--- src/rtl/s2dh_pkg.sv ---
`timescale 1ns / 1ps
`default_nettype none

package s2dh_pkg;

	localparam int MAX_BINS    = 16;
	localparam int COUNT_WIDTH = 16;
	localparam int IDX_W       = $clog2(MAX_BINS);
	localparam int ADDR_W      = 2 * IDX_W;
	localparam int DEPTH       = MAX_BINS * MAX_BINS;
	localparam int OPN_W       = 16;
	localparam int SCALE_W     = 15;
	localparam int BINS_W      = 5;
	localparam int CFG_W       = 15;
	localparam int FRAC_W      = COUNT_WIDTH + 1;
	localparam int QDEPTH      = 2;

	localparam logic [SCALE_W-1:0] SCALE_RST = 15'd2560;
	localparam logic [BINS_W-1:0]  BINS_RST  = 5'd10;

	localparam logic CFG_SCALE = 1'b0;
	localparam logic CFG_BINS  = 1'b1;

	typedef enum logic [1:0] {
		MODE_ADD   = 2'd0,
		MODE_READ  = 2'd1,
		MODE_CLEAR = 2'd2,
		MODE_NOP   = 2'd3
	} mode_t;

	typedef struct packed {
		mode_t            op;
		logic [IDX_W-1:0] row;
		logic [IDX_W-1:0] col;
	} cmd_t;

	typedef enum logic [1:0] {
		F_IDLE,
		F_MUL,
		F_DIV,
		F_PUSH
	} fstate_t;

	typedef enum logic [1:0] {
		B_IDLE,
		B_RD,
		B_DIV,
		B_DONE
	} bstate_t;

endpackage

`default_nettype wire

--- src/rtl/s2dh_ram.sv ---
`timescale 1ns / 1ps
`default_nettype none

module s2dh_ram #(
	parameter int WIDTH = 16,
	parameter int DEPTH = 256,
	localparam int AW = $clog2(DEPTH)
) (
	input  wire logic             clk,
	input  wire logic             we,
	input  wire logic [AW-1:0]    waddr,
	input  wire logic [WIDTH-1:0] wdata,
	input  wire logic [AW-1:0]    raddr,
	output logic      [WIDTH-1:0] rdata
);

	logic [WIDTH-1:0] mem_q [DEPTH];

	always_ff @(posedge clk) begin
		if (we) begin
			mem_q[waddr] <= wdata;
		end
		rdata <= mem_q[raddr];
	end

endmodule

`default_nettype wire

--- src/rtl/s2dh_back.sv ---
`timescale 1ns / 1ps
`default_nettype none

module s2dh_back (
	input  wire logic          clk,
	input  wire logic          arst_n,
	input  s2dh_pkg::cmd_t     cmd,
	input  wire logic          cmd_valid,
	output logic               cmd_ready,
	output logic               out_valid,
	input  wire logic          out_ready,
	output logic [3:0]         bin_row,
	output logic [3:0]         bin_col,
	output logic [15:0]        bin_count,
	output logic [15:0]        agent_total,
	output logic [16:0]        fraction
);

	import s2dh_pkg::*;

	localparam int STEP_W = $clog2(FRAC_W);
	localparam logic [COUNT_WIDTH-1:0] CMAX = '1;

	bstate_t state_q, state_d;

	cmd_t                   cur_q;
	logic [DEPTH-1:0]       vld_q;
	logic [COUNT_WIDTH-1:0] agent_q;
	logic [COUNT_WIDTH-1:0] cnt_q, agn_q, rem_q;
	logic [FRAC_W-1:0]      nb_q, quo_q;
	logic [STEP_W-1:0]      step_q;

	logic [ADDR_W-1:0]      addr_c;
	logic [COUNT_WIDTH-1:0] rdata, old_c, newc, newa, res_cnt, res_agn;
	logic [COUNT_WIDTH:0]   trial;
	logic                   ge;
	logic                   we;
	logic                   load;

	assign addr_c = {cur_q.row, cur_q.col};
	assign we = (state_q == B_RD) && (cur_q.op == MODE_ADD);

	s2dh_ram #(
		.WIDTH(COUNT_WIDTH),
		.DEPTH(DEPTH)
	) u_ram (
		.clk  (clk),
		.we   (we),
		.waddr(addr_c),
		.wdata(newc),
		.raddr({cmd.row, cmd.col}),
		.rdata(rdata)
	);

	assign old_c = vld_q[addr_c] ? rdata : '0;
	assign newc  = (old_c == CMAX) ? old_c : old_c + COUNT_WIDTH'(1);
	assign newa  = (agent_q == CMAX) ? agent_q : agent_q + COUNT_WIDTH'(1);

	always_comb begin
		case (cur_q.op)
			MODE_ADD: begin
				res_cnt = newc;
				res_agn = newa;
			end
			MODE_READ: begin
				res_cnt = old_c;
				res_agn = agent_q;
			end
			default: begin
				res_cnt = '0;
				res_agn = '0;
			end
		endcase
	end

	assign trial = {rem_q, nb_q[FRAC_W-1]};
	assign ge    = trial >= {1'b0, agn_q};
	assign load  = (state_q == B_DONE) && (!out_valid || out_ready);

	always_ff @(posedge clk or negedge arst_n) begin
		if (!arst_n) begin
			state_q   <= B_IDLE;
			vld_q     <= '0;
			agent_q   <= '0;
			out_valid <= 1'b0;
		end else begin
			state_q <= state_d;
			if (state_q == B_RD) begin
				if (cur_q.op == MODE_ADD) begin
					vld_q[addr_c] <= 1'b1;
					agent_q       <= newa;
				end else if (cur_q.op == MODE_CLEAR) begin
					vld_q   <= '0;
					agent_q <= '0;
				end
			end
			if (load) begin
				out_valid <= 1'b1;
			end else if (out_ready) begin
				out_valid <= 1'b0;
			end
		end
	end

	always_ff @(posedge clk) begin
		if (state_q == B_IDLE && cmd_valid) begin
			cur_q <= cmd;
		end
		if (state_q == B_RD) begin
			cnt_q  <= res_cnt;
			agn_q  <= res_agn;
			rem_q  <= res_cnt >> 1;
			nb_q   <= {res_cnt[0], {(FRAC_W-1){1'b0}}};
			quo_q  <= '0;
			step_q <= '0;
		end else if (state_q == B_DIV) begin
			rem_q  <= ge ? COUNT_WIDTH'(trial - {1'b0, agn_q}) : COUNT_WIDTH'(trial);
			nb_q   <= {nb_q[FRAC_W-2:0], 1'b0};
			quo_q  <= {quo_q[FRAC_W-2:0], ge};
			step_q <= step_q + STEP_W'(1);
		end
		if (load) begin
			bin_row     <= 4'(cur_q.row);
			bin_col     <= 4'(cur_q.col);
			bin_count   <= 16'(cnt_q);
			agent_total <= 16'(agn_q);
			fraction    <= (agn_q == '0) ? '0 : 17'(quo_q);
		end
	end

	always_comb begin
		state_d   = state_q;
		cmd_ready = 1'b0;
		unique case (state_q)
			B_IDLE: begin
				cmd_ready = 1'b1;
				if (cmd_valid) begin
					state_d = B_RD;
				end
			end
			B_RD: state_d = B_DIV;
			B_DIV: begin
				if (step_q == STEP_W'(FRAC_W - 1)) begin
					state_d = B_DONE;
				end
			end
			B_DONE: begin
				if (load) begin
					state_d = B_IDLE;
				end
			end
			default: state_d = B_IDLE;
		endcase
	end

endmodule

`default_nettype wire

--- config.mk ---
export PLATFORM = sky130hd
export DESIGN_NAME = s2dh_back
export DESIGN_NICKNAME = d
export VERILOG_FILES = /design/src/rtl/s2dh_pkg.sv /design/src/rtl/s2dh_ram.sv /design/src/rtl/s2dh_back.sv
export SDC_FILE = /design/constraint.sdc
export NUM_CORES = 2
export LEC_CHECK = 0
export BUFFER_PORTS_ARGS = -buffer_cell sky130_fd_sc_hd__buf_2
export CORE_MARGIN = 2
export CORE_UTILIZATION = 32
export CTS_CLUSTER_SIZE = 16
export DETAILED_ROUTE_END_ITERATION = 10
export SKIP_LAST_GASP = 1
export SYNTH_ARGS = -nofsm -noshare
export SYNTH_HDL_FRONTEND = slang
export SYNTH_SLANG_ARGS = --single-unit
--- constraint.sdc ---
create_clock -name clk -period 35.9 [get_ports clk]
set_input_delay 5.385 -clock clk [delete_from_list [all_inputs] [get_ports clk]]
set_output_delay 5.385 -clock clk [all_outputs]
set_load 0.01 [all_outputs]
### Word-level counts from Yosys, hierarchy flattened

Memories as Yosys holds them, arrays and structs flattened. A register that Yosys moved wholly into a read port is not among the register bits.
Index checks and enable logic that the tools add are counted.

| word-level totals | value |
|---|---|
| output and inout port bits | 59 |
| memories kept | 1 |
| input port bits | 14 |
| register bits | 413 |
| logic and storage cells | 80 |
| RAM bits | 4096 |

Memory list:

| memory | depth | bits a word | rd ports | clocked after memory_dff | write ports | RTL line | RTL |
|---|---|---|---|---|---|---|---|
| u_ram.mem_q | 256 | 16 | 1 | 1 | 1 | s2dh_ram.sv:17 | `logic [WIDTH-1:0] mem_q [DEPTH];` |

| cells by class | value |
|---|---|
| muxes and demuxes | 27 |
| $lt $le $gt $ge | 3 |
| add/sub/neg operators | 4 |
| reductions and logical operators | 14 |
| bitwise logic cells | 1 |
| eq/ne operators | 11 |

Operator list:

| kind | number |
|---|---|
| $mux W256 | 2 |
| $or A256 B256 Y256 | 1 |
| $mux W16 | 6 |
| $pmux W16 S2 | 2 |
| $mux W17 | 2 |
| $add A16 B1 Y16 const B | 2 |
| $eq A16 B16 Y1 const B | 2 |
| $mux W15 | 2 |
| $ge A17 B16 Y1 | 1 |
| $logic_not A16 Y1 | 1 |
| $sub A16 B16 Y16 | 1 |
| $lt A8 B9 Y1 const B | 1 |
| $bmux W1 S8 | 1 |
| $demux W1 S8 | 1 |
| $ge A8 B1 Y1 const B | 1 |
| $pmux W2 S4 | 1 |
| $mux W1 | 7 |
| $eq A2 B2 Y1 const B | 3 |
| $mux W2 | 3 |
| $reduce_bool A2 Y1 | 3 |
| $add A5 B1 Y5 const B | 1 |
| $eq A5 B5 Y1 const B | 1 |
| $eq A2 B1 Y1 const B | 2 |
| $logic_and A1 B1 Y1 | 4 |
| 7 further kinds | 9 |

### Longest topological paths before layout

| logic depth | value |
|---|---|
| word-level depth | 7 |
| depth in mapped cells | 23 |
| mapped depth without buffers | 17 |

### Hierarchy

A second synthesis with hierarchy kept.

| second synthesis, totals | value |
|---|---|
| cells, all modules | 9035 |
| area total of the unflattened synthesis | 178259.7 um^2 |

By module, submodules not included:

| module | instances | cells an instance | area each (um^2) |
|---|---|---|---|
| s2dh_ram | 1 | 7360 | 158714.7 |
| s2dh_back | 1 | 1675 | 19545.0 |

### Worst setup path before layout

Ideal clock, no wire load.

| timing | value |
|---|---|
| path kind | register -> register |
| from | reg cur_q, in the netlist addr_c[0] |
| to | mem u_ram.mem_q[0][12], data pin |
| arrival time | 12.899 ns |
| setup slack | 20.899 ns |
| cell stages (with the launch flop) | 18 |
| required time | 33.798 ns |
| period minus slack after synthesis | 15.001 ns |
| cell sequence | edfxtp_1 -> buf_2 -> buf_4 -> buf_4 -> mux4_2 -> a221oi_1 -> o22ai_1 -> nor3_1 -> o22ai_1 -> nor2_1 -> buf_2 -> nor2_1 -> ha_1 -> nand2_1 -> nor2b_1 -> nand2_1 -> nor2_1 -> nor3_1 |

| between the ends | value |
|---|---|
| word-level cells in the longest chain between the ends | 5 |

RTL lines:

| element | RTL line | RTL |
|---|---|---|
| from (decl) | s2dh_back.sv:26 | `cmd_t cur_q;` |
| from (signal assigned) | s2dh_back.sv:107 | `cur_q <= cmd;` |
| $bmux W1 S8 * | s2dh_back.sv:55 | `assign old_c = vld_q[addr_c] ? rdata : '0;` |
| $mux W1 (implied by the code) * | s2dh_back.sv:55 |  |
| $mux W16 * | s2dh_back.sv:55 |  |
| $add A16 B1 Y16 / $eq A16 B16 Y1 (equally long branches) | s2dh_back.sv:56 | `assign newc = (old_c == CMAX) ? old_c : old_c + COUNT_WIDTH'(1);` |
| $mux W16 * | s2dh_back.sv:56 |  |
| net newc[12] | s2dh_back.sv:34 | `logic [COUNT_WIDTH-1:0] rdata, old_c, newc, newa, res_cnt, res_agn;` |
| to (decl) | s2dh_ram.sv:17 |  |

Mark *: on every way through the listed nets, which the timed path passes. The rest lies on a longest branch. The select of a mux whose other input is x is not followed.

==> metrics.csv <==
stage,metric,value,unit
outcome,outcome,"complete, but fails checks",
outcome,failing checks,max-slew violations,
synthesis,number of register bits inferred by synthesis,4525,
floorplan,core box area,545000,um^2
setup_path,series of cell instances along the critical path,buf_8 -> buf_4 -> buf_4 -> buf_4 -> mux4_2 -> mux4_2 -> mux4_2 -> mux4_2,
finish,Final #Nets,8062,
pwr,internal power,0.00888,W
synthesis,compound-gate portion of the synthesized area,1.81,%
clock_tree,maximum root-to-sink buffer count,4,
pwr,relative contribution of sequential cells to total power,51.9,%
synthesis,top post-synthesis cells by count,"edfxtp_1, mux4_2, nor2_1",
synthesis,fraction of the mapped netlist area in simple logic gates,1.55,%
global_routing,gr ovfl total,0,
setup_path,crit path max-delay cell type,buf_4,
global_routing,total routing resource utilization after global routing,16.5,%
routing,antenna-violating nets left,0,
timing,maximum clock frequency,98.7,MHz
global_routing,vias in the first global route,84400,
pwr,combinational group share of total power,8.6,%
pwr,power consumption,0.0116,W
synthesis,XOR/XNOR Fraction of Synth Area,0.220,%
synthesis,"share of synthesized cell area in full adder, half adder and majority cells",0.183,%
routing,iteration count of the initial detailed-routing pass,8,
synthesis,share of the synthesized area in the top cell type,72.3,%
synthesis,sequential element share of the synthesized area,76.7,%
clock_tree,worst skew pair latency,0.99,ns
synthesis,Synth cell types,60,
finish,post-route design area,201000,um^2
timing,max-slew violation count,96,
routing,number of DRC violations after detailed routing,0,
floorplan,number of ports placed on the die boundary,73,
placement,placement-stage cell area,186000,um^2
timing,clock tree skew after final layout,0.0448,ns
placement,Port Buffer Count,72,
pwr,peak supply drop,0.0435,mV
placement,HPWL after detailed placement,266000,um
synthesis,top post-synthesis cells by area,"edfxtp_1, mux4_2, dfrtp_1, a21o_1, nor2_1",
floorplan,effective utilization at floorplan,32.1,%
timing,crit share post-route,28.2,%
pwr,Power per Cell Area,57.6,nW/um^2
finish,share of layout cells above drive strength 1,32.3,%
routing,per-cell routed wire length,29.7,um
timing,unrepaired setup endpoints after global routing,false,
timing,final setup vio count,0,
synthesis,main combinational cell family by area after synthesis,multiplexers,
clock_tree,# Post-CTS Setup Buffers,0,
setup_path,largest fanout on the critical path,106,
pwr,Switching Share,23.3,%
clock_tree,Clock transition at path regs,0.06,ns
worst_hold_path,path category of the worst min-delay check,reg -> reg,
synthesis,Synth area leader,edfxtp_1,
synthesis,asr flop ratio synth,6.08,%
floorplan,Die X,743,um
timing,slew of the pin with the lowest slew margin,1.67,ns
synthesis,number of synthesis warnings,0,
setup_path,Top delay family on crit path,buffers and inverters,
clock_tree,clock sink total,4525,
pwr,clock network power share,39.5,%
routing,overall routed net length,466000,um
pwr,Static Leak,66.4,nW
setup_path,crit path capture type,flip-flop,
synthesis,cell with the most instances after synthesis,edfxtp_1,
clock_tree,number of H-tree levels,5,
floorplan,row cnt,271,
clock_tree,TritonCTS clock tree,yes,
setup_path,Critical Path Max Stage Delay,0.87,ns
global_routing,antenna violations before repair,39,
flow_run,Max Cap Violations,0,
clock_tree,clock tree root driver cell,clkbuf_16,
floorplan,Die Y,743,um
synthesis,cell count after synthesis,7575,
synthesis,ys flop type,edfxtp_1,
clock_tree,total of cells resized after clock tree synthesis,0,
floorplan,die outline area,553000,um^2
global_routing,maximum number of pins on one net before global-route repair,247,
setup_path,kind of start point of the critical path,input port,
timing,final sum of negative setup slack,0,ns
synthesis,number of synthesized flops with an enable pin,4211,
routing,average via count per standard cell,5.35,
synthesis,post-synth design cell area,175000,um^2
routing,Starting DRT DRC Count,11200,
synthesis,Avg Synthesized Cell Area,23.1,um^2
timing,Worst slew margin,-11.0,%
setup_path,most used cell along the critical path,mux4_2,
global_routing,first-pass GRT wire length,651000,um
setup_path,startpoint-to-endpoint class of the critical path,in -> reg,
finish,area growth from synthesis to layout,14.7,%
synthesis,multiplexer share of the synthesized area,18.5,%
routing,total vias in the final route,83700,
clock_tree,Num CTS Buffers,442,
synthesis,Synthesized Nets,7614,
pwr,reported net switching power,0.00269,W
placement,gpl congestion,0.796,
setup_path,CP Data Arrival Time,10.97,ns
timing,Hold WS,0.422,ns
clock_tree,count of hold-fix buffers inserted at cts,0,
setup_path,CP Buf/Inv Count,4,
setup_path,required time reported for the critical path endpoint,36.74,ns
timing,post-layout minimum cycle time,10.13,ns
timing,final number of hold-violating endpoints,0,
==> kinds of logic (layout without fill, tap and decap cells) <==
family          after synthesis  in the layout
other cells                   0             18
flops                      4525           4525
xor+xnor                     44             44
compound gates              436            436
fa+ha+maj                    25             25
mux                        1467           1467
simple gates                619            619
buf+inv                     459           1287
==> final cells by class <==
cell class              instances  area (um^2)
multi-input cells            2591        39800
clock inverters               266         2370
repair buffers                428         3250
well taps                    7234         9050
inverters                      35          131
flip-flops and latches       4525       134000
clock buffers                 558        11900
diodes                         18         45.0
fillers                     48800       344000
==> per-stage QoR <==
step           setup WS, ns  utilization, %  std cells
6_report              25.77            36.8      15700
4_1_cts               25.83            36.8      15600
3_3_place_gp          24.85            34.2      14800
3_5_place_dp          24.77            34.2      14800
2_1_floorplan         20.90               -       7575
5_1_grt               25.56            36.8      15600
==> metal layers <==
layer	part of all wire, %	vias up	track usage [%]
met3	8.7	734	3.07
met2	48	4121	26.7
met1	40	45700	22.4
li1	-	33100	-
met5	0.017	-	0
met4	3.5	10	5.48
==> path summary, 6_finish.rpt <==
kind	start	to	slack, ns	cells after the start
hold reg to reg	cnt_q[13]	bin_count[13]	0.42	0
setup / recovery	cmd[1]	u_ram.rdata[11]	25.77	8
setup reg to reg	addr_c[1]	u_ram.mem_q[215][10]	26.72	20
max in group asynchronous	arst_n	vld_q[215]	29.04	3
min in group asynchronous	arst_n	out_valid	4.31	1
hold / removal	cnt_q[13]	bin_count[13]	0.42	0
==> placed cells by master (no fill, tap or decap), types with 20 or more instances in the layout <==
cell type	count
edfxtp_1	4211
mux4_2	1416
clkbuf_16	452
buf_4	345
dfrtp_1	275
a21o_1	271
nor2_1	180
nor2_2	132
clkinv_2	96
clkbuf_1	90
clkinv_1	88
buf_2	65
nand2_1	63
nor2_4	61
mux2i_1	46
a21oi_1	40
dfxtp_1	39
bufinv_16	36
inv_1	35
xnor2_1	31
nand3_1	29
nor3_1	23
ha_1	23
and2_1	22
nand2b_1	22
o21ai_0	20
==> power by group through the flow <==
stage	clock network, W	registers [W]	logic [W]
floorplan	0	0.00614	0.000596
global placement	0	0.00611	0.000968
detailed placement	0	0.00612	0.000997
CTS	0.00464	0.00601	0.000999
global route	0.00484	0.00601	0.00106
finish	0.00457	0.00601	0.000992
==> flip-flops by register name, summed over array words and instances (netlist names), 17 cells and up <==
name	flops
quo_q	17
u_ram.mem_q	4096
vld_q	256
fraction	17
Note: power is estimated with default switching activity, not from simulation.
