`src/rtl/s2dh_pkg.sv`:
```
`timescale 1ns / 1ps
`default_nettype none

package s2dh_pkg;

	localparam int MAX_BINS    = 16;
	localparam int COUNT_WIDTH = 16;
	localparam int IDX_W       = $clog2(MAX_BINS);
	localparam int ADDR_W      = 2 * IDX_W;
	localparam int DEPTH       = MAX_BINS * MAX_BINS;
	localparam int OPN_W       = 16;
	localparam int SCALE_W     = 15;
	localparam int BINS_W      = 5;
	localparam int CFG_W       = 15;
	localparam int FRAC_W      = COUNT_WIDTH + 1;
	localparam int QDEPTH      = 2;

	localparam logic [SCALE_W-1:0] SCALE_RST = 15'd2560;
	localparam logic [BINS_W-1:0]  BINS_RST  = 5'd10;

	localparam logic CFG_SCALE = 1'b0;
	localparam logic CFG_BINS  = 1'b1;

	typedef enum logic [1:0] {
		MODE_ADD   = 2'd0,
		MODE_READ  = 2'd1,
		MODE_CLEAR = 2'd2,
		MODE_NOP   = 2'd3
	} mode_t;

	typedef struct packed {
		mode_t            op;
		logic [IDX_W-1:0] row;
		logic [IDX_W-1:0] col;
	} cmd_t;

	typedef enum logic [1:0] {
		F_IDLE,
		F_MUL,
		F_DIV,
		F_PUSH
	} fstate_t;

	typedef enum logic [1:0] {
		B_IDLE,
		B_RD,
		B_DIV,
		B_DONE
	} bstate_t;

endpackage

`default_nettype wire

```
`src/rtl/s2dh_front.sv`:
```
`timescale 1ns / 1ps
`default_nettype none

module s2dh_front (
	input  wire logic                          clk,
	input  wire logic                          arst_n,
	input  wire logic                          cfg_we,
	input  wire logic                          cfg_index,
	input  wire logic [s2dh_pkg::CFG_W-1:0]    cfg_data,
	input  wire logic                          in_valid,
	output logic                               in_ready,
	input  wire logic [1:0]                    mode,
	input  wire logic signed [s2dh_pkg::OPN_W-1:0] opinion_x,
	input  wire logic signed [s2dh_pkg::OPN_W-1:0] opinion_y,
	input  wire logic [3:0]                    read_row,
	input  wire logic [3:0]                    read_col,
	output s2dh_pkg::cmd_t                     cmd,
	output logic                               cmd_valid,
	input  wire logic                          cmd_ready
);

	import s2dh_pkg::*;

	localparam int NUM_W = OPN_W + 2;
	localparam int REM_W = OPN_W + 1 + BINS_W;
	localparam int CNT_W = (IDX_W > 1) ? $clog2(IDX_W) : 1;

	fstate_t state_q, state_d;

	logic [SCALE_W-1:0] scale_q;
	logic [BINS_W-1:0]  bins_q;
	logic [SCALE_W-1:0] s_eff;
	logic [BINS_W-1:0]  bins_eff;
	logic [SCALE_W:0]   div_d;
	logic [IDX_W-1:0]   bmax;

	mode_t              op_q;
	logic [IDX_W-1:0]   row_q, col_q;
	logic [NUM_W-1:0]   num_q [2];
	logic [REM_W-1:0]   rem_q [2];
	logic [IDX_W-1:0]   quo_q [2];
	logic               neg_q [2];
	logic               hi_q  [2];
	logic [CNT_W-1:0]   cnt_q;
	logic [REM_W-1:0]   dsh;
	logic [IDX_W-1:0]   idx [2];
	logic [NUM_W-1:0]   nx_d, ny_d;
	logic               accept;

	always_ff @(posedge clk or negedge arst_n) begin
		if (!arst_n) begin
			scale_q <= SCALE_RST;
			bins_q  <= BINS_RST;
		end else if (cfg_we) begin
			case (cfg_index)
				CFG_SCALE: scale_q <= cfg_data[SCALE_W-1:0];
				CFG_BINS:  bins_q  <= cfg_data[BINS_W-1:0];
				default: ;
			endcase
		end
	end

	assign s_eff = (scale_q == '0) ? SCALE_W'(1) : scale_q;
	assign bins_eff = (bins_q == '0) ? BINS_W'(1) :
		(bins_q > BINS_W'(MAX_BINS)) ? BINS_W'(MAX_BINS) : bins_q;
	assign div_d = {s_eff, 1'b0};
	assign bmax  = IDX_W'(bins_eff - BINS_W'(1));

	assign nx_d = {{2{opinion_x[OPN_W-1]}}, opinion_x} + NUM_W'(s_eff);
	assign ny_d = {{2{opinion_y[OPN_W-1]}}, opinion_y} + NUM_W'(s_eff);
	assign dsh  = REM_W'(div_d) << (CNT_W'(IDX_W - 1) - cnt_q);
	assign accept = in_valid && in_ready;

	always_comb begin
		for (int l = 0; l < 2; l++) begin
			if (neg_q[l]) begin
				idx[l] = '0;
			end else if (hi_q[l] || quo_q[l] > bmax) begin
				idx[l] = bmax;
			end else begin
				idx[l] = quo_q[l];
			end
		end
	end

	always_ff @(posedge clk or negedge arst_n) begin
		if (!arst_n) begin
			state_q <= F_IDLE;
			cnt_q   <= '0;
		end else begin
			state_q <= state_d;
			if (state_q == F_DIV) begin
				cnt_q <= cnt_q + CNT_W'(1);
			end else begin
				cnt_q <= '0;
			end
		end
	end

	always_ff @(posedge clk) begin
		if (accept) begin
			op_q     <= mode_t'(mode);
			num_q[0] <= nx_d;
			num_q[1] <= ny_d;
			row_q    <= (mode_t'(mode) == MODE_READ) ? read_row[IDX_W-1:0] : '0;
			col_q    <= (mode_t'(mode) == MODE_READ) ? read_col[IDX_W-1:0] : '0;
		end
		for (int l = 0; l < 2; l++) begin
			if (state_q == F_MUL) begin
				neg_q[l] <= num_q[l][NUM_W-1];
				hi_q[l]  <= !num_q[l][NUM_W-1] &&
					(num_q[l][OPN_W:0] >= (OPN_W+1)'(div_d));
				rem_q[l] <= REM_W'(num_q[l][OPN_W:0]) * REM_W'(bins_eff);
				quo_q[l] <= '0;
			end else if (state_q == F_DIV) begin
				if (rem_q[l] >= dsh) begin
					rem_q[l] <= rem_q[l] - dsh;
					quo_q[l] <= {quo_q[l][IDX_W-2:0], 1'b1};
				end else begin
					quo_q[l] <= {quo_q[l][IDX_W-2:0], 1'b0};
				end
			end
		end
	end

	always_comb begin
		state_d   = state_q;
		in_ready  = 1'b0;
		cmd_valid = 1'b0;
		cmd.op    = op_q;
		cmd.row   = (op_q == MODE_ADD) ? idx[1] : row_q;
		cmd.col   = (op_q == MODE_ADD) ? idx[0] : col_q;
		unique case (state_q)
			F_IDLE: begin
				in_ready = 1'b1;
				if (in_valid) begin
					state_d = (mode_t'(mode) == MODE_ADD) ? F_MUL : F_PUSH;
				end
			end
			F_MUL: state_d = F_DIV;
			F_DIV: begin
				if (cnt_q == CNT_W'(IDX_W - 1)) begin
					state_d = F_PUSH;
				end
			end
			F_PUSH: begin
				cmd_valid = 1'b1;
				if (cmd_ready) begin
					state_d = F_IDLE;
				end
			end
			default: state_d = F_IDLE;
		endcase
	end

endmodule

`default_nettype wire

```
`config.mk`:
```
export PLATFORM = sky130hd
export DESIGN_NAME = s2dh_front
export DESIGN_NICKNAME = d
export VERILOG_FILES = /design/src/rtl/s2dh_pkg.sv /design/src/rtl/s2dh_front.sv
export SDC_FILE = /design/constraint.sdc
export NUM_CORES = 1
export LEC_CHECK = 0
export BUFFER_PORTS_ARGS = -buffer_cell sky130_fd_sc_hd__buf_2
export CORE_AREA = 2 2 166 168
export DETAILED_ROUTE_END_ITERATION = 10
export DIE_AREA = 0 0 168 170
export PLACE_DENSITY = 0.72
export REMOVE_ABC_BUFFERS = 1
export SYNTH_ARGS = -nofsm -noshare
export SYNTH_HDL_FRONTEND = slang
export SYNTH_SLANG_ARGS = --single-unit
```
`constraint.sdc`:
```
create_clock -name clk -period 14.5 [get_ports clk]
set_input_delay 0.725 -clock clk [delete_from_list [all_inputs] [get_ports clk]]
set_output_delay 0.725 -clock clk [all_outputs]
set_load 0.02 [all_outputs]
```
Yosys cells after proc, flatten, opt, wreduce, memory -nomap -nowiden
Memory sizes are Yosys's and may differ from the RTL's.
Cells that the tools add are included.
{ "op_classes": {"n_addsub": 7, "multipliers": 2, "n_lt_le_gt_ge": 7, "n_eq_ne": 8, "shifts": 1, "n_mux": 43, "n_bitwise": 7, "n_reduce_logical": 15} }
{ "op_table": {"columns": ["cell", "count"], "rows": [
  ["22-bit >= comparator", 2],
  ["17-bit by 5-bit multiplier with 22-bit output", 2],
  ["22-bit two-way mux", 2],
  ["22-bit subtractor", 2],
  ["4-bit two-way mux", 10],
  ["16-bit by 16-bit adder with 17-bit output", 2],
  ["17-bit by 16-bit >= comparator with 1-bit output", 2],
  ["1-bit two-way mux", 22],
  ["16-bit by 2-bit left shift with 22-bit output", 1],
  ["15-bit zero test", 1],
  ["15-bit two-way mux", 1],
  ["2-bit two-way mux", 5],
  ["5-bit two-way mux", 2],
  ["4-bit greater-than comparator", 2],
  ["2-bit case mux with 4 select lines", 1],
  ["2-bit equality test (second input constant)", 3],
  ["2-bit zero test", 3],
  ["1-bit OR", 6],
  ["5-bit greater-than comparator (second input constant)", 1],
  ["5-bit zero test", 1],
  ["2-bit by 1-bit equality test with 1-bit output (second input constant)", 2],
  ["2-bit inequality test (second input constant)", 2],
  ["2-bit AND reduction", 2],
  ["4-bit by 1-bit subtractor with 4-bit output (second input constant)", 1],
  ["8 further kinds", 12]
]} }
{ "totals": {"regBits": 34, "mem_bits_rw": 92, "inputBits": 63, "out_inout_bits": 12, "elab_cells": 102, "memories": 5} }
{ "mem_list": {"columns": ["name", "depth", "width", "read_ports", "rd_ports_with_merged_regs", "write_ports", "line_no", "source"], "rows": [
  ["rem_q", 2, 22, 2, 0, 2, "s2dh_front.sv:40", "logic [REM_W-1:0] rem_q [2];"],
  ["num_q", 2, 18, 2, 0, 2, "s2dh_front.sv:39", "logic [NUM_W-1:0] num_q [2];"],
  ["quo_q", 2, 4, 2, 0, 2, "s2dh_front.sv:41", "logic [IDX_W-1:0] quo_q [2];"],
  ["hi_q", 2, 1, 2, 0, 2, "s2dh_front.sv:43", "logic hi_q [2];"],
  ["neg_q", 2, 1, 2, 0, 2, "s2dh_front.sv:42", "logic neg_q [2];"]
]} }

Depth between registers and ports, before layout
{ "depth": {"word_depth": 10, "mapped_depth": 20, "mapped_depth_nobuf": 18} }

Worst setup path after synthesis
No wires, ideal clock.
{ "synth_timing": {"kind": "register -> register", "startpoint": "register bins_q[3]", "endpoint": "memory rem_q[1][16] in the netlist's numbering (data pin)", "setup_time_ns": 0.261, "arrival_time_ns": 4.657, "required_time_ns": 14.239, "setup_slack_ns": 9.582, "path_stages_with_launch": 18, "n_path_buf": 1, "synth_period_minus_slack_ns": 4.918, "path_cell_list": "dfstp_2 > nor2b_1 > clkbuf_1 > nand2_1 > fa_1 > fa_1 > fa_1 > inv_1 > ha_1 > nor2b_1 > o21ai_1 > a21oi_1 > o41a_1 > a311o_1 > a21o_1 > a21oi_1 > xor2_1 > mux2i_1"} }
{ "synth_rtl": {"columns": ["element", "line_no", "source"], "rows": [
  ["start, declared", "s2dh_front.sv:31", "logic [BINS_W-1:0] bins_q;"],
  ["start signal, assigned", "s2dh_front.sv:57", "CFG_BINS: bins_q <= cfg_data[BINS_W-1:0];"],
  ["end, declared", "s2dh_front.sv:40", null]
]} }

==> impl_metrics.env <==
export IMPL_post_cts_resized=0
export IMPL_multiInputGateArea_um2=9955
export IMPL_crit_required_ns=14.64
export IMPL_dpl_worst_slack_ns=9.120
export IMPL_numClockSinks=124
export IMPL_p_comb_share_pct=66.5
export IMPL_ios=75
export IMPL_hpwl_um=29080
export IMPL_grt_max_degree=45
export IMPL_critPathKind="flop to flop"
export IMPL_drt_iter0_drc=808
export IMPL_drive_gt1_share_pct=9.052
export IMPL_route_top_layer_used="met5"
export IMPL_skew_ns=0.01253
export IMPL_synth_top_family_by_area="adder cells"
export IMPL_rsz0062_at_grt="false"
export IMPL_first_pass_iters=6
export IMPL_vias=11480
export IMPL_port_buffers=74
export IMPL_slew_viol_final=0
export IMPL_die_w_um=168
export IMPL_gp_congestion=0.8961
export IMPL_wl_per_cell_um=18.45
export IMPL_outcome="finished clean"
export IMPL_timing_fmax_mhz=185.3
export IMPL_grt_first_pass_wirelength_um=59330
export IMPL_synth_xor_area_share_pct=5.721
export IMPL_yosys_register_bits=124
export IMPL_switching_share_pct=47.47
export IMPL_syn_inst=1589
export IMPL_layout_nets=1960
export IMPL_area_growth_pct=8.207
export IMPL_ys_warn_count=0
export IMPL_hold_path_class="primary input to asynchronous set/reset pin"
export IMPL_antennaDiodeCount=0
export IMPL_grtUsageTotal_pct=26.61
export IMPL_muxShareOfSynthArea_pct=3.648
export IMPL_period_needed_ns=5.395
export IMPL_routed_wl_um=36670
export IMPL_worstMarginPinSlew_ns=1.136
export IMPL_worst_ep_arrival_time_ns=5.54
export IMPL_hold_buffers=0
export IMPL_clock_power_share_pct=12.6
export IMPL_grt_pass1_vias=11400
export IMPL_met1_length_um=16500
export IMPL_seq_area_frac_synth_pct=24.81
export IMPL_synth_adder_area_share_pct=27.46
export IMPL_syn_mean_instance_area_um2=9.153
export IMPL_die_h_um=170
export IMPL_postRouteAntennaNets=0
export IMPL_hold_viol=0
export IMPL_wl_met2_um=16870
export IMPL_power_density_nw_per_um2=223.2
export IMPL_cts_buffers=17
export IMPL_grt_overflow_total=0
export IMPL_cts_clk_slew_worst_paths_ns=0.07
export IMPL_async_flop_share_pct=19.35
export IMPL_p_leak_nw=7.310
export IMPL_yosys_area_share_simple_pct=17.24
export IMPL_netlist_area_um2=14540
export IMPL_path_max_fanout=18
export IMPL_start_util_pct=54.57
export IMPL_cts_tree="done"
export IMPL_drc_errors=0
export IMPL_route_met3_wl_um=2005
export IMPL_core_area_um2=26650
export IMPL_startpoint_type="flop"
export IMPL_r2r_start="bins_q[1]"
export IMPL_rows=60
export IMPL_synth_edff_count=100
export IMPL_fill_cells=2270
export IMPL_synthFlopType="edfxtp_1"
export IMPL_clk_latency_ns=0.43
export IMPL_tns_ns=0
export IMPL_setup_violations=0
export IMPL_cap_viol_max_count=0
export IMPL_seqCellArea_um2=3608
export IMPL_fin_ws_ns=9.105
export IMPL_critPathLaunch="bins_q[1]"
export IMPL_reg2regPathDepth=16
export IMPL_postCtsSetupRepairBufs=0
export IMPL_cts_root_buf="clkbuf_16"
export IMPL_rrSetupSlack_ns=9.10
export IMPL_irDropWorstVdd_mv=0.1260
export IMPL_ys_types=70
export IMPL_net_switching_power_mw=1.668
export IMPL_synth_compound_area_share_pct=14.32
export IMPL_slew_limit_headroom_pct=24.12
export IMPL_finalCritPeriodShare_pct=37.21
export IMPL_clk_path_buf_depth=2
export IMPL_fp_dieArea_um2=28560
export IMPL_p_int_mw=1.846
export IMPL_r2r_end="rem_q[0][20]"
export IMPL_cts_max_level=4
export IMPL_cp_end_kind="flop"
export IMPL_vias_per_cell=5.780
export IMPL_p_seq_share_pct=20.9
export IMPL_antenna_found_initial=1
==> metrics by stage <==
stage	area (um^2)	util (%)	power, mW	cells	hold WS (ns)
floorplan	14300	-	2.490	1534	0.4294
global placement	15150	56.84	2.983	1955	0.4994
detailed placement	15150	56.84	3.038	1955	0.5163
CTS	15740	59.05	3.503	1987	0.2990
global route	15740	59.05	3.826	1987	0.3184
finish	15740	59.05	3.513	1987	0.2850
==> flip-flops by register name (all words and copies together), names as in the netlist <==
signal / flops
row_q: 4
op_q: 2
quo_q: 8
num_q: 34
col_q: 4
neg_q: 2
rem_q: 44
state_q: 2
hi_q: 2
scale_q: 15
bins_q: 5
cnt_q: 2
==> final cells by class <==
type,instances,share of cell area [%]
Timing Repair Buffer,80,2.640
Tap cell,341,2.711
Clock buffer,17,2.703
Inverter,198,4.723
Sequential cell,124,22.93
Clock inverter,15,1.041
Multi-Input combinational cell,1212,63.25
==> cells by family after synthesis <==
logic type	count (synthesis)
multiplexers	44
AND/OR/NAND/NOR	486
adder cells (fa/ha/maj)	264
AO/OA/AOI/OAI	323
flip-flops	124
buffers and inverters	253
XOR/XNOR	95
==> critical path, stage by stage, from the launching register on <==
cell and delay [ns]:
dfstp_2 0.55, nor2b_1 0.89, buf_4 0.36, nand2_1 0.09
fa_1 0.47, fa_1 0.54, inv_1 0.05, ha_1 0.32
nor2b_1 0.16, o2111ai_1 0.24, a31oi_1 0.15, and2_1 0.21
o311ai_0 0.44, a21oi_1 0.17, a31oi_1 0.24, xor2_1 0.15
mux2i_1 0.07
==> power by group through the flow <==
| stage | combinational, mW | sequential (mW) | clock, mW |
|---|---|---|---|
| floorplan | 1.80 | 0.691 | 0 |
| global placement | 2.25 | 0.733 | 0 |
| detailed placement | 2.30 | 0.738 | 0 |
| CTS | 2.33 | 0.732 | 0.445 |
| global route | 2.62 | 0.749 | 0.458 |
| finish | 2.34 | 0.735 | 0.443 |
==> layout by cell type (no fill, tap or decap), types with 6 or more instances in the layout <==
cell	netlist	final
a41oi_1	6	6
edfxtp_1	100	100
mux4_2	6	6
o31ai_1	9	9
fa_1	92	92
nand3_1	22	22
buf_4	0	6
or2_2	7	7
clkbuf_16	0	17
a21o_1	42	42
a211oi_1	13	13
dfrtp_1	20	20
nor3_1	15	15
o21bai_1	13	13
and3_1	9	9
xnor2_1	61	61
and2_1	143	142
mux2i_1	29	29
inv_1	198	198
a31oi_1	10	10
nand2b_1	18	18
nor4_1	7	7
ha_1	172	172
o21ai_0	92	92
nand4_1	11	11
mux2_2	8	8
buf_2	4	74
nor2_1	67	66
nand2_1	135	135
xor2_1	34	34
or3_1	11	11
nor2b_1	31	29
a21oi_1	72	72
o21a_1	18	18
==> Yosys cell counts (all sizes together), types with 20 or more instances <==
cell	n	share of area [%]
fa	92	13
nor2	67	1.7
dfrtp	20	3.4
nor2b	31	1.3
clkbuf	45	1.2
and2	144	6.2
a21o	42	2.2
inv	198	5.1
nand2	135	3.5
a21oi	72	2.5
edfxtp	100	21
ha	172	15
nand3	22	0.76
xor2	34	2.0
mux2i	29	2.0
xnor2	61	3.7
o21ai	96	3.4
==> worst max-delay path by stage <==
stage,endpoint,slack (ns),cells after the start
2_1_floorplan,rem_q[1][21],8.98,16
3_3_place_gp,rem_q[0][20],9.31,16
3_5_place_dp,rem_q[0][20],9.12,16
4_1_cts,rem_q[0][20],9.10,16
5_1_grt,cmd[2],8.78,15
6_report,rem_q[0][20],9.10,16
==> layer usage <==
layer | vias up | track usage [%]
met4 | 2 | 11.08
met2 | 331 | 44.05
met1 | 5563 | 35.32
li1 | 5514 | -
met3 | 74 | 3.674
met5 | - | 0
Note: power is estimated with default switching activity, not from simulation.
