==> config.mk <==
export PLATFORM = sky130hd
export DESIGN_NAME = s2dh_fifo
export DESIGN_NICKNAME = d
export VERILOG_FILES = /design/src/rtl/s2dh_pkg.sv /design/src/rtl/s2dh_fifo.sv
export SDC_FILE = /design/constraint.sdc
export NUM_CORES = 1
export LEC_CHECK = 0
export BUFFER_PORTS_ARGS = -buffer_cell sky130_fd_sc_hd__buf_4
export CAP_MARGIN = 20
export CORE_UTILIZATION = 49
export CTS_CLUSTER_SIZE = 24
export DETAILED_ROUTE_END_ITERATION = 6
export HOLD_SLACK_MARGIN = 0.02
export PLACE_DENSITY = 0.76
export SKIP_LAST_GASP = 1
export SYNTH_ARGS = -nofsm -noshare
export SYNTH_HDL_FRONTEND = slang
export SYNTH_SLANG_ARGS = --single-unit
==> constraint.sdc <==
create_clock -name clk -period 2 [get_ports clk]
set_input_delay 0 -clock clk [delete_from_list [all_inputs] [get_ports clk]]
set_output_delay 0 -clock clk [all_outputs]
set_load 0.05 [all_outputs]
==> src/rtl/s2dh_pkg.sv <==
`timescale 1ns / 1ps
`default_nettype none

package s2dh_pkg;

	localparam int MAX_BINS    = 16;
	localparam int COUNT_WIDTH = 16;
	localparam int IDX_W       = $clog2(MAX_BINS);
	localparam int ADDR_W      = 2 * IDX_W;
	localparam int DEPTH       = MAX_BINS * MAX_BINS;
	localparam int OPN_W       = 16;
	localparam int SCALE_W     = 15;
	localparam int BINS_W      = 5;
	localparam int CFG_W       = 15;
	localparam int FRAC_W      = COUNT_WIDTH + 1;
	localparam int QDEPTH      = 2;

	localparam logic [SCALE_W-1:0] SCALE_RST = 15'd2560;
	localparam logic [BINS_W-1:0]  BINS_RST  = 5'd10;

	localparam logic CFG_SCALE = 1'b0;
	localparam logic CFG_BINS  = 1'b1;

	typedef enum logic [1:0] {
		MODE_ADD   = 2'd0,
		MODE_READ  = 2'd1,
		MODE_CLEAR = 2'd2,
		MODE_NOP   = 2'd3
	} mode_t;

	typedef struct packed {
		mode_t            op;
		logic [IDX_W-1:0] row;
		logic [IDX_W-1:0] col;
	} cmd_t;

	typedef enum logic [1:0] {
		F_IDLE,
		F_MUL,
		F_DIV,
		F_PUSH
	} fstate_t;

	typedef enum logic [1:0] {
		B_IDLE,
		B_RD,
		B_DIV,
		B_DONE
	} bstate_t;

endpackage

`default_nettype wire

==> src/rtl/s2dh_fifo.sv <==
`timescale 1ns / 1ps
`default_nettype none

module s2dh_fifo (
	input  wire logic           clk,
	input  wire logic           arst_n,
	input  wire logic           push_valid,
	input  s2dh_pkg::cmd_t      push_data,
	output logic                push_ready,
	output logic                pop_valid,
	output s2dh_pkg::cmd_t      pop_data,
	input  wire logic           pop_ready
);

	import s2dh_pkg::*;

	localparam int PW = (QDEPTH > 1) ? $clog2(QDEPTH) : 1;
	localparam int CW = $clog2(QDEPTH + 1);

	cmd_t          ent_q [QDEPTH];
	logic [PW-1:0] wp_q, rp_q;
	logic [CW-1:0] cnt_q;
	logic          push, pop;

	assign push_ready = (cnt_q != CW'(QDEPTH));
	assign pop_valid  = (cnt_q != '0);
	assign pop_data   = ent_q[rp_q];
	assign push = push_valid && push_ready;
	assign pop  = pop_valid && pop_ready;

	always_ff @(posedge clk) begin
		if (push) begin
			ent_q[wp_q] <= push_data;
		end
	end

	always_ff @(posedge clk or negedge arst_n) begin
		if (!arst_n) begin
			wp_q  <= '0;
			rp_q  <= '0;
			cnt_q <= '0;
		end else begin
			if (push) begin
				wp_q <= (wp_q == PW'(QDEPTH - 1)) ? '0 : wp_q + PW'(1);
			end
			if (pop) begin
				rp_q <= (rp_q == PW'(QDEPTH - 1)) ? '0 : rp_q + PW'(1);
			end
			if (push && !pop) begin
				cnt_q <= cnt_q + CW'(1);
			end else if (pop && !push) begin
				cnt_q <= cnt_q - CW'(1);
			end
		end
	end

endmodule

`default_nettype wire

## Word-level counts from Yosys, hierarchy flattened

Memory sizes are Yosys's and may differ from the RTL's.
Cells that the tools add are included.

- Bits in writable memories: 20
- Flip-flop bits (word level): 4
- Bits of input ports: 14
- Word-level logic and storage cells: 23
- Memories: 1

- Equal/unequal tests: 1
- Reduce and logical (&&, ||, !) cells: 8
- Muxes and demuxes: 6
- Add/subtract/negate cells: 4

Memories:

| name | depth | width | rd ports | clocked after memory_dff | write ports | line | text |
|---|---|---|---|---|---|---|---|
| ent_q | 2 | 10 | 1 | 0 | 1 | s2dh_fifo.sv:20 | `cmd_t ent_q [QDEPTH];` |

Operators by type and width:

| operator | count |
|---|---|
| logical AND 1 bit | 4 |
| 2-to-1 mux 1 bit | 4 |
| 2-to-1 mux 2 bit | 2 |
| nonzero test 2 bit | 2 |
| adder 1 bit, second input constant | 2 |
| adder 2 x 1 -> 2 bit, second input constant | 1 |
| zero test 1 bit | 2 |
| != test 2 bit, second input constant | 1 |
| subtractor 2 x 1 -> 2 bit, second input constant | 1 |

## Depth between registers and ports, before layout

Gate-level depths: netlist of the first run.

- Depth after elaboration: 6
- Gate-level depth with buffers: 7

## Worst setup path before layout of the first run

Ideal clock, no wire load.

- Path type: register to register
- From: register cnt_q[0]
- To: memory ent_q[0][0] (netlist bit) (enable)
- Arrival: 1.214 ns
- Setup time: 0.376 ns
- Path slack: 0.410 ns
- Data required time: 1.624 ns
- Cell stages (with the launch flop): 4
- Buffers on the path: 0
- Clock period less this slack: 1.590 ns
- Cell sequence: dfrtp_1 -> nand2b_4 -> nand2_1 -> nor2_1

- Word-level cells in the longest chain between the ends: 4

Ends and longest elaborated chain:

| what | line | text |
|---|---|---|
| start: declaration | s2dh_fifo.sv:22 | `logic [CW-1:0] cnt_q;` |
| start signal: assignment | s2dh_fifo.sv:50 | `cnt_q <= cnt_q + CW'(1);` |
| start signal: assignment | s2dh_fifo.sv:52 | `cnt_q <= cnt_q - CW'(1);` |
| != test 2 bit | s2dh_fifo.sv:25 | `assign push_ready = (cnt_q != CW'(QDEPTH));` |
| named net push_ready | s2dh_fifo.sv:9 | `output logic push_ready,` |
| logical AND 1 bit | s2dh_fifo.sv:28 | `assign push = push_valid && push_ready;` |
| 2-to-1 mux 1 bit | s2dh_fifo.sv:32 | `if (push) begin` |
| 2-to-1 mux 1 bit (implied by the code) | s2dh_fifo.sv:33 | `ent_q[wp_q] <= push_data;` |
| end: declaration | s2dh_fifo.sv:20 |  |

The timed path passes the listed nets, and every way through them passes these cells.

==> results.yml, run 1 <==
global_routing:
  grt.busiest_layer: "met2"
  grt.total_usage_pct: 17.06
  met2_usage_pct: 30.57
  antenna_found_initial: 0
  grt_pass1_wl_mm: 2.311
  grt_pass1_vias: 558
  grt_max_degree: 14
  grt_remaining_overflow: 0
  use_met1_pct: 18.65
  grtUsageMet3_pct: 4.762
clocking:
  clockBufferDepth: 2
  clk_latency_ps: 300
  clkTransAtPathRegs_ps: 120
  cts_tree: "yes"
  cts_resized: 0
  cts.sinks: 24
  root_buffer: "clkbuf_4"
  htree_levels: 1
  numCtsBuffers: 3
worst_setup_path:
  r2r_start: "cnt_q[0]"
  cp-start-kind: "flop"
  cp-end-kind: "primary output"
  startpoint: "rp_q"
  crit_path_top_delay_cell: "dfrtp_1"
  cp_max_fo: 11
  path_cells: "mux2_2, buf_4"
  crit_arrival_ps: 1560
  critical_path_required_ps: 2000
  criticalPathCategory: "flop to primary output"
  slowest_delay_ps: 660
detailed_routing:
  drc: 0
  via_per_inst: 4.845
  firstDrtPassIters: 4
  vias: 562
  wl_per_cell_um: 13.47
  ant_nets: 0
  wl_mm: 1.562
  drt_iter0_markers: 8
logic_synthesis:
  synth_seq_cells: 24
  postSynthCellCount: 49
  async_flop_share_pct: 16.67
  synth_cell_type_count: 14
  synth_seq_area_share_pct: 75.17
  synth_edf_count: 20
  synth_top_area_cell: "edfxtp_1"
  yosys-top-cells-count: "20 x edfxtp_1, 10 x mux2_2, 4 x dfrtp_1"
  yosysMostFrequentCell: "edfxtp_1"
  yosys_warnings: 0
  yosysTopAreaCellShare_pct: 64.43
  synthTopCellsByArea: "edfxtp_1 64%, mux2_2 12%, dfrtp_1 11%, xnor2_1 2.8%, xor2_1 1.9%"
  synthesis.area_um2: 932.1
  synth_flop_cell: "edfxtp_1"
  syn_avg_cell_area_um2: 19.02
  synthesis.nets: 64
placement:
  placed_cell_area_mm2: 0.001151
  gp_congestion: 0.6315
  portBuffers: 25
  dpl_worst_slack_ps: 546.8
  place_hpwl_mm: 1.015
timing:
  fin_skew_ps: 2.524
  timing.fmax_mhz: 641.5
  fin_crit_ps: 1559
  relSlewSlack_pct: 67.73
  rsz0062_at_grt: "no"
  fin_crit_sh_pct: 77.94
  finalHoldViolCount: 0
  layout_setup_ws_ps: 441.2
  slew_viol_final: 0
  setup_tns_ps: 0
  setup_viol: 0
  holdWs_ps: 32.48
  tightestPinTransition_ps: 484.0
worst_hold_path:
  hold_start: "push_valid"
  hold_class: "input port to flop"
power_and_ir_drop:
  p_comb_share_pct: 49.5
  p_int_uw: 1143
  p_clk_share_pct: 10.3
  power_density_mw_per_mm2: 1513
  vdd_drop_max_v: 0.001065
  p_seq_share_pct: 40.2
  p_switching_uw: 834.9
  leakage_uw: 0.0005268
  switching_share_pct: 42.21
floorplanning:
  io_pins: 26
  die_area_mm2: 0.002081
  die_w_um: 45.62
  dieHeight_um: 45.62
  rows: 15
  core_area_mm2: 0.001745
  start_util_pct: 53.41
cells_and_area:
  synthToLayoutAreaGrowth_pct: 40.27
  final_area_mm2: 0.001308
  fin_nets: 107
  antenna_cells: 0
  drive_gt1_share_pct: 46.15
run:
  maxCapViolations: 0
outcome:
  run_status: "completed"
[metal layers]
metal | share of wire [%] | up-vias
met5 | 0 | -
met4 | 1.2 | 0
met3 | 4.7 | 2
met2 | 56 | 17
met1 | 38 | 279
li1 | - | 264
[worst paths after layout]
check	end	slack (ps)	cells past startpoint
worst max-delay path	pop_data[1]	440	2
worst min-delay path	wp_q	30	3
worst max register to register	cnt_q[1]	520	7
worst min register to register	wp_q	520	1
max in group asynchronous	rp_q	1220	3
min in group asynchronous	cnt_q[1]	600	3
[cells by family (layout without fill, tap and decap cells)]
kind of cell,Yosys count,count (layout),synth area share [%]
buffers and inverters,2,44,1.208
flip-flops,24,24,75.17
multiplexers,10,10,12.08
AND/OR/NAND/NOR,7,7,5.503
XOR/XNOR,5,5,4.699
adder cells (fa/ha/maj),1,1,1.342
[registers in the layout, indices dropped and copies added, names as in the netlist]
signal  cells
cnt_q       2
ent_q      20
rp_q        1
wp_q        1
[cell usage in the layout, fill, tap and decap left out]
master	synthesis	routed
buf_4	1	26
edfxtp_1	20	20
dlygate4sd3_1	0	13
mux2_2	10	10
dfrtp_1	4	4
xnor2_1	3	3
clkbuf_4	0	3
nor2_1	2	2
xor2_1	2	2
nand2b_4	1	1
nand2_1	1	1
inv_1	1	1
or2_4	1	1
nand2_4	1	1
and3_1	1	1
ha_1	1	1
clkinv_1	0	1
[worst max-delay path, delay by kind of cell (launching register included)]
kind	cells	cell delay, ps
buffers and inverters	1	190
multiplexers	1	400
flip-flops	1	660
[repair_timing]
| action | 4_1_cts | 5_1_grt |
|---|---|---|
| buffers inserted | 0 | 0 |
| endpoints found under the hold margin | 25 | 0 |
| hold buffers | 13 | 0 |
[stage by stage]
| step | std cells | utilization (%) | total power (uW) |
|---|---|---|---|
| 2_1_floorplan | 49 | - | 1512 |
| 3_3_place_gp | 99 | 65.95 | 1744 |
| 3_5_place_dp | 99 | 65.95 | 1770 |
| 4_1_cts | 116 | 74.91 | 1988 |
| 5_1_grt | 116 | 74.91 | 2059 |
| 6_report | 116 | 74.91 | 1978 |
[power by group through the flow]
stage / Sequential (uW) / Combinational [uW] / Clock (uW)
global route: 810 / 1020 / 227
global placement: 803 / 941 / 0
CTS: 799 / 982 / 208
finish: 796 / 979 / 203
floorplan: 755 / 757 / 0
detailed placement: 810 / 960 / 0
[final cells by class]
class | count | area, um2
clock buffers | 3 | 22.52
fillers | 126 | 437.9
well taps | 25 | 31.28
clock inverters | 1 | 3.754
flip-flops and latches | 24 | 700.7
repair buffers | 39 | 325.3
multi-input cells | 23 | 220.2
inverters | 1 | 3.754
Power figures use the tool's default switching activity.
==> run 2, diff against run 1 <==
- clock period: 2 -> 1.5 ns (I/O delays scaled with it)
==> run 2 against run 1 <==
Die area is the same. Worst setup slack worse by 350 ps. Critical endpoint is now pop_data[6]. Sequential share of layout area decreased by 1.8 points. Critical path type unchanged. Largest power group unchanged. Global-route usage shrank 0.65 points. Clock power rose by 34%. Largest cell class unchanged. Utilization rose by 2.8 points. Combinational power increased by 41%. Register-to-register slack worse by 430 ps. Critical path depth stayed put.
==> results.yml, run 2 (synthesized netlist as in run 1, its figures left out) <==
cells_and_area:
  fillers: 113
  largestRegisters: "ent_q: 20 flops, cnt_q: 2 flops"
  final_cell_mix: "30 x buf_4, 20 x edfxtp_1, 13 x dlygate4sd3_1"
  antenna_cells: 0
  final_common_cell: "buf_4"
  multi_input_area_um2: 237.7
  drive_gt1_share_pct: 52.63
  fin_nets: 111
  final_area_mm2: 0.001356
  largest_reg_flops: 20
  synthToLayoutAreaGrowth_pct: 45.50
  regMostFlops: "ent_q"
  seq_area_um2: 701.9
worst_setup_path:
  critical_path_required_ps: 1500
  cp-end-kind: "primary output"
  crit_arrival_ps: 1410
  cp-start-kind: "flop"
  reg2reg_slack_ps: 90
  criticalPathCategory: "flop to primary output"
  r2r_start: "cnt_q[0]"
  crit_path_end: "pop_data[6]"
  ff2ff_path_depth: 6
  startpoint: "rp_q"
  cp_max_fo: 11
  rr_endpoint: "cnt_q[1]"
clocking:
  cts_tree: "yes"
  clockBufferDepth: 2
  htree_levels: 1
  numCtsBuffers: 3
  clk_latency_ps: 300
  clkTransAtPathRegs_ps: 120
  postCtsSetupBuffers: 0
  root_buffer: "clkbuf_4"
  cts.sinks: 24
power_and_ir_drop:
  power_density_mw_per_mm2: 2002
  vdd_drop_max_v: 0.001322
  finalPower_uw: 2716
  leakage_uw: 0.0005460
timing:
  rsz0062_at_grt: "no"
  relSlewSlack_pct: 82.86
  layout_setup_ws_ps: 94.94
  setup_tns_ps: 0
  slew_viol_final: 0
  setup_viol: 0
  timing.fmax_mhz: 711.7
  fin_crit_ps: 1405
  fin_skew_ps: 7.666
  fin_crit_sh_pct: 93.67
  finalHoldViolCount: 0
  tightestPinTransition_ps: 257.1
placement:
  place_hpwl_mm: 1.002
  placed_cell_area_mm2: 0.001184
  portBuffers: 25
  dpl_worst_slack_ps: 88.08
  gp_congestion: 0.7234
worst_hold_path:
  hold_start: "push_valid"
  hold_class: "input port to flop"
detailed_routing:
  vias: 564
  via_per_inst: 4.700
  drc: 0
  wl_per_cell_um: 13.06
  firstDrtPassIters: 4
  wl_mm: 1.567
  drt_iter0_markers: 13
  ant_nets: 0
global_routing:
  grt_pass1_vias: 541
  grt_remaining_overflow: 0
  grt_pass1_wl_mm: 2.221
  grt_max_degree: 14
  grt.total_usage_pct: 16.41
  antenna_found_initial: 0
floorplanning:
  die_w_um: 45.62
  core_area_mm2: 0.001745
  dieHeight_um: 45.62
  io_pins: 26
  die_area_mm2: 0.002081
  start_util_pct: 53.41
  rows: 15
outcome:
  run_status: "completed"
run:
  maxCapViolations: 0
run 2: changes by cell type in the layout (fill, tap and decap cells not counted):
| cell | change |
|---|---|
| dfrtp_1 | -1 |
| nor2_2 | +2 |
| ha_1 | -1 |
| nor2_1 | -2 |
| ha_4 | +1 |
| buf_4 | +4 |
| dfrtp_2 | +1 |
run 2: worst min-delay path by stage:
stage	endpoint	slack, ps	cells past startpoint
6_report	wp_q	70	4
3_3_place_gp	cnt_q[0]	-200	1
2_1_floorplan	cnt_q[0]	-300	0
3_5_place_dp	cnt_q[0]	-200	1
5_1_grt	wp_q	60	4
4_1_cts	wp_q	70	4
run 2: worst max-delay path, cell delays in order, from the launching register on:
cell	delay, ps
dfrtp_2	540
mux2_2	370
buf_4	190
run 2: per-stage QoR:
step	hold WS (ps)	std cells	utilization (%)
global route	59.21	120	77.71
CTS	67.12	120	76.85
floorplan	-295.6	49	-
global placement	-200.6	103	67.81
detailed placement	-199.6	103	67.81
finish	70.93	120	77.71
run 2: metal layers:
metal	track usage [%]	up-vias	routed length, um
met5	0	-	0
met4	7.273	0	0
met3	3.571	0	57
met2	29.71	15	912
met1	18.18	276	597
li1	-	273	-
run 2: repair_timing:
action	4_1_cts	5_1_grt
endpoints found under the setup margin	10	1
hold buffers	13	0
hold endpoints to repair	25	0
gates resized for setup	1	2
run 2: final cells by class:
| cell class | instances | share of cell area, % |
|---|---|---|
| multi-input cells | 23 | 17.53 |
| flip-flops and latches | 24 | 51.75 |
| clock inverters | 1 | 0.2768 |
| repair buffers | 43 | 26.20 |
| inverters | 1 | 0.2768 |
| clock buffers | 3 | 1.661 |
| well taps | 25 | 2.306 |
run 2: report_power, final:
| group | internal (uW) | switching, uW | total, uW |
|---|---|---|---|
| clock network | 97.0 | 176 | 273 |
| registers | 929 | 134 | 1060 |
| logic | 562 | 818 | 1380 |
| total | 1590 | 1130 | 2720 |
==> run 3, diff against run 2 <==
- RECOVER_POWER: not set -> 100
==> run 3 against run 2 <==
Sequential share of layout area increased by 1.1 points. Wire length shrank 0.77%. Non-clock buffer count unchanged. Sequential power about the same. Flip-flop and latch count is the same. Critical endpoint is now ent_q[0][0].
==> results.yml, run 3 (synthesized netlist as in run 1, its figures left out) <==
detailed_routing:
  vias: 569
  wl_per_cell_um: 12.96
  wl_mm: 1.555
  ant_nets: 0
  firstDrtPassIters: 4
  drc: 0
  drt_iter0_markers: 10
  via_per_inst: 4.742
timing:
  slew_viol_final: 0
  fin_crit_ps: 1418
  setup_tns_ps: 0
  fin_skew_ps: 5.190
  timing.fmax_mhz: 705.4
  rsz0062_at_grt: "no"
  setup_viol: 0
  fin_crit_sh_pct: 94.51
  finalHoldViolCount: 0
  relSlewSlack_pct: 81.68
  holdWs_ps: 108.0
  tightestPinTransition_ps: 276.0
cells_and_area:
  final_cell_mix: "20 x edfxtp_1, 13 x dlygate4sd3_1, 12 x clkbuf_4, 12 x buf_4, 10 x mux2_2"
  seq_area_um2: 701.9
  drive_gt1_share_pct: 47.37
  regMostFlops: "ent_q"
  fillers: 121
  largestRegisters: "ent_q: 20 flops, cnt_q: 2 flops"
  antenna_cells: 0
  final_common_cell: "edfxtp_1"
  final_core_util_pct: 76.06
  fin_nets: 111
  largest_reg_flops: 20
  multi_input_area_um2: 237.7
  synthToLayoutAreaGrowth_pct: 42.42
  final_area_mm2: 0.001328
global_routing:
  grt_remaining_overflow: 0
  grt_pass1_wl_mm: 2.221
  grt.total_usage_pct: 16.41
  grt_max_degree: 14
  grt_pass1_vias: 541
  antenna_found_initial: 0
power_and_ir_drop:
  p_seq_share_pct: 40.0
  switching_share_pct: 42.24
  p_comb_share_pct: 49.8
  finalPower_uw: 2658
  vdd_drop_max_v: 0.001234
  p_clk_share_pct: 10.2
  power_density_mw_per_mm2: 2003
  p_int_uw: 1535
  p_switching_uw: 1123
  leakage_uw: 0.0005227
placement:
  gp_congestion: 0.7234
  placed_cell_area_mm2: 0.001184
  place_hpwl_mm: 1.002
  portBuffers: 25
clocking:
  cts.sinks: 24
  htree_levels: 1
  clk_latency_ps: 300
  cts_tree: "yes"
  clkTransAtPathRegs_ps: 120
  numCtsBuffers: 3
  clockBufferDepth: 2
  root_buffer: "clkbuf_4"
  postCtsSetupBuffers: 0
worst_setup_path:
  cp_max_fo: 4
  critical_path_required_ps: 1500
  reg2reg_slack_ps: 80
  cp-start-kind: "flop"
  crit_buf_inv: 2
  cp-end-kind: "flop"
  criticalPathCategory: "flop to flop"
  cp_top_family: "flip-flops"
  crit_arrival_ps: 1420
  crit_top_cell: "clkbuf_1"
  path_cells: "nand2b_4, nand2_1, clkbuf_1, nor2_2, clkbuf_1"
  slowest_delay_ps: 430
  crit_path_top_delay_cell: "dfrtp_1"
floorplanning:
  start_util_pct: 53.41
  die_w_um: 45.62
  rows: 15
  io_pins: 26
  die_area_mm2: 0.002081
  dieHeight_um: 45.62
  core_area_mm2: 0.001745
worst_hold_path:
  hold_class: "input port to flop"
run:
  maxCapViolations: 0
outcome:
  run_status: "completed"
## run 3: final timing paths
| check | from | end | cells after the start |
|---|---|---|---|
| min in group asynchronous | arst_n | cnt_q[0] | 3 |
| worst max-delay path | cnt_q[0] | ent_q[0][0] | 5 |
| worst min register to register | wp_q | wp_q | 1 |
| worst min-delay path | push_valid | wp_q | 4 |
| max in group asynchronous | arst_n | rp_q | 3 |
| worst max register to register | cnt_q[0] | ent_q[0][0] | 5 |
## run 3: worst min-delay path, cell delays in order
cell	delay, ps
buf_4	80
nand2_1	50
clkbuf_1	120
xnor2_1	130
## run 3: metal layers
layer	routed length, um	GRT usage (%)
met1	621	18.18
met5	0	0
met2	880	29.71
met3	45	3.571
met4	7	7.273
## run 3: power by group through the flow
stage	Sequential [uW]	Combinational (uW)	Clock (uW)
after floorplan	1010	1010	0
after global placement	1070	1310	0
after detailed placement	1080	1330	0
after CTS	1070	1360	282
after global routing	1090	1400	308
final	1060	1320	271
## run 3: what timing repair did
action,in CTS,in global routing
hold endpoints to repair,25,0
hold buffers,13,0
cloned,0,0
resized for setup,1,2
setup endpoints to repair,10,1
## run 3: final cells by class
type / count / area share [%]
inverters: 1 / 0.2828
repair buffers: 43 / 24.60
multi-input cells: 23 / 17.91
clock buffers: 3 / 1.697
flip-flops and latches: 24 / 52.87
well taps: 25 / 2.356
clock inverters: 1 / 0.2828
## run 3: stage by stage
step	instances	setup slack [ps]
5_1_grt	120	9.917
3_3_place_gp	103	151.6
6_report	120	82.40
3_5_place_dp	103	88.08
2_1_floorplan	49	15.49
4_1_cts	120	64.03
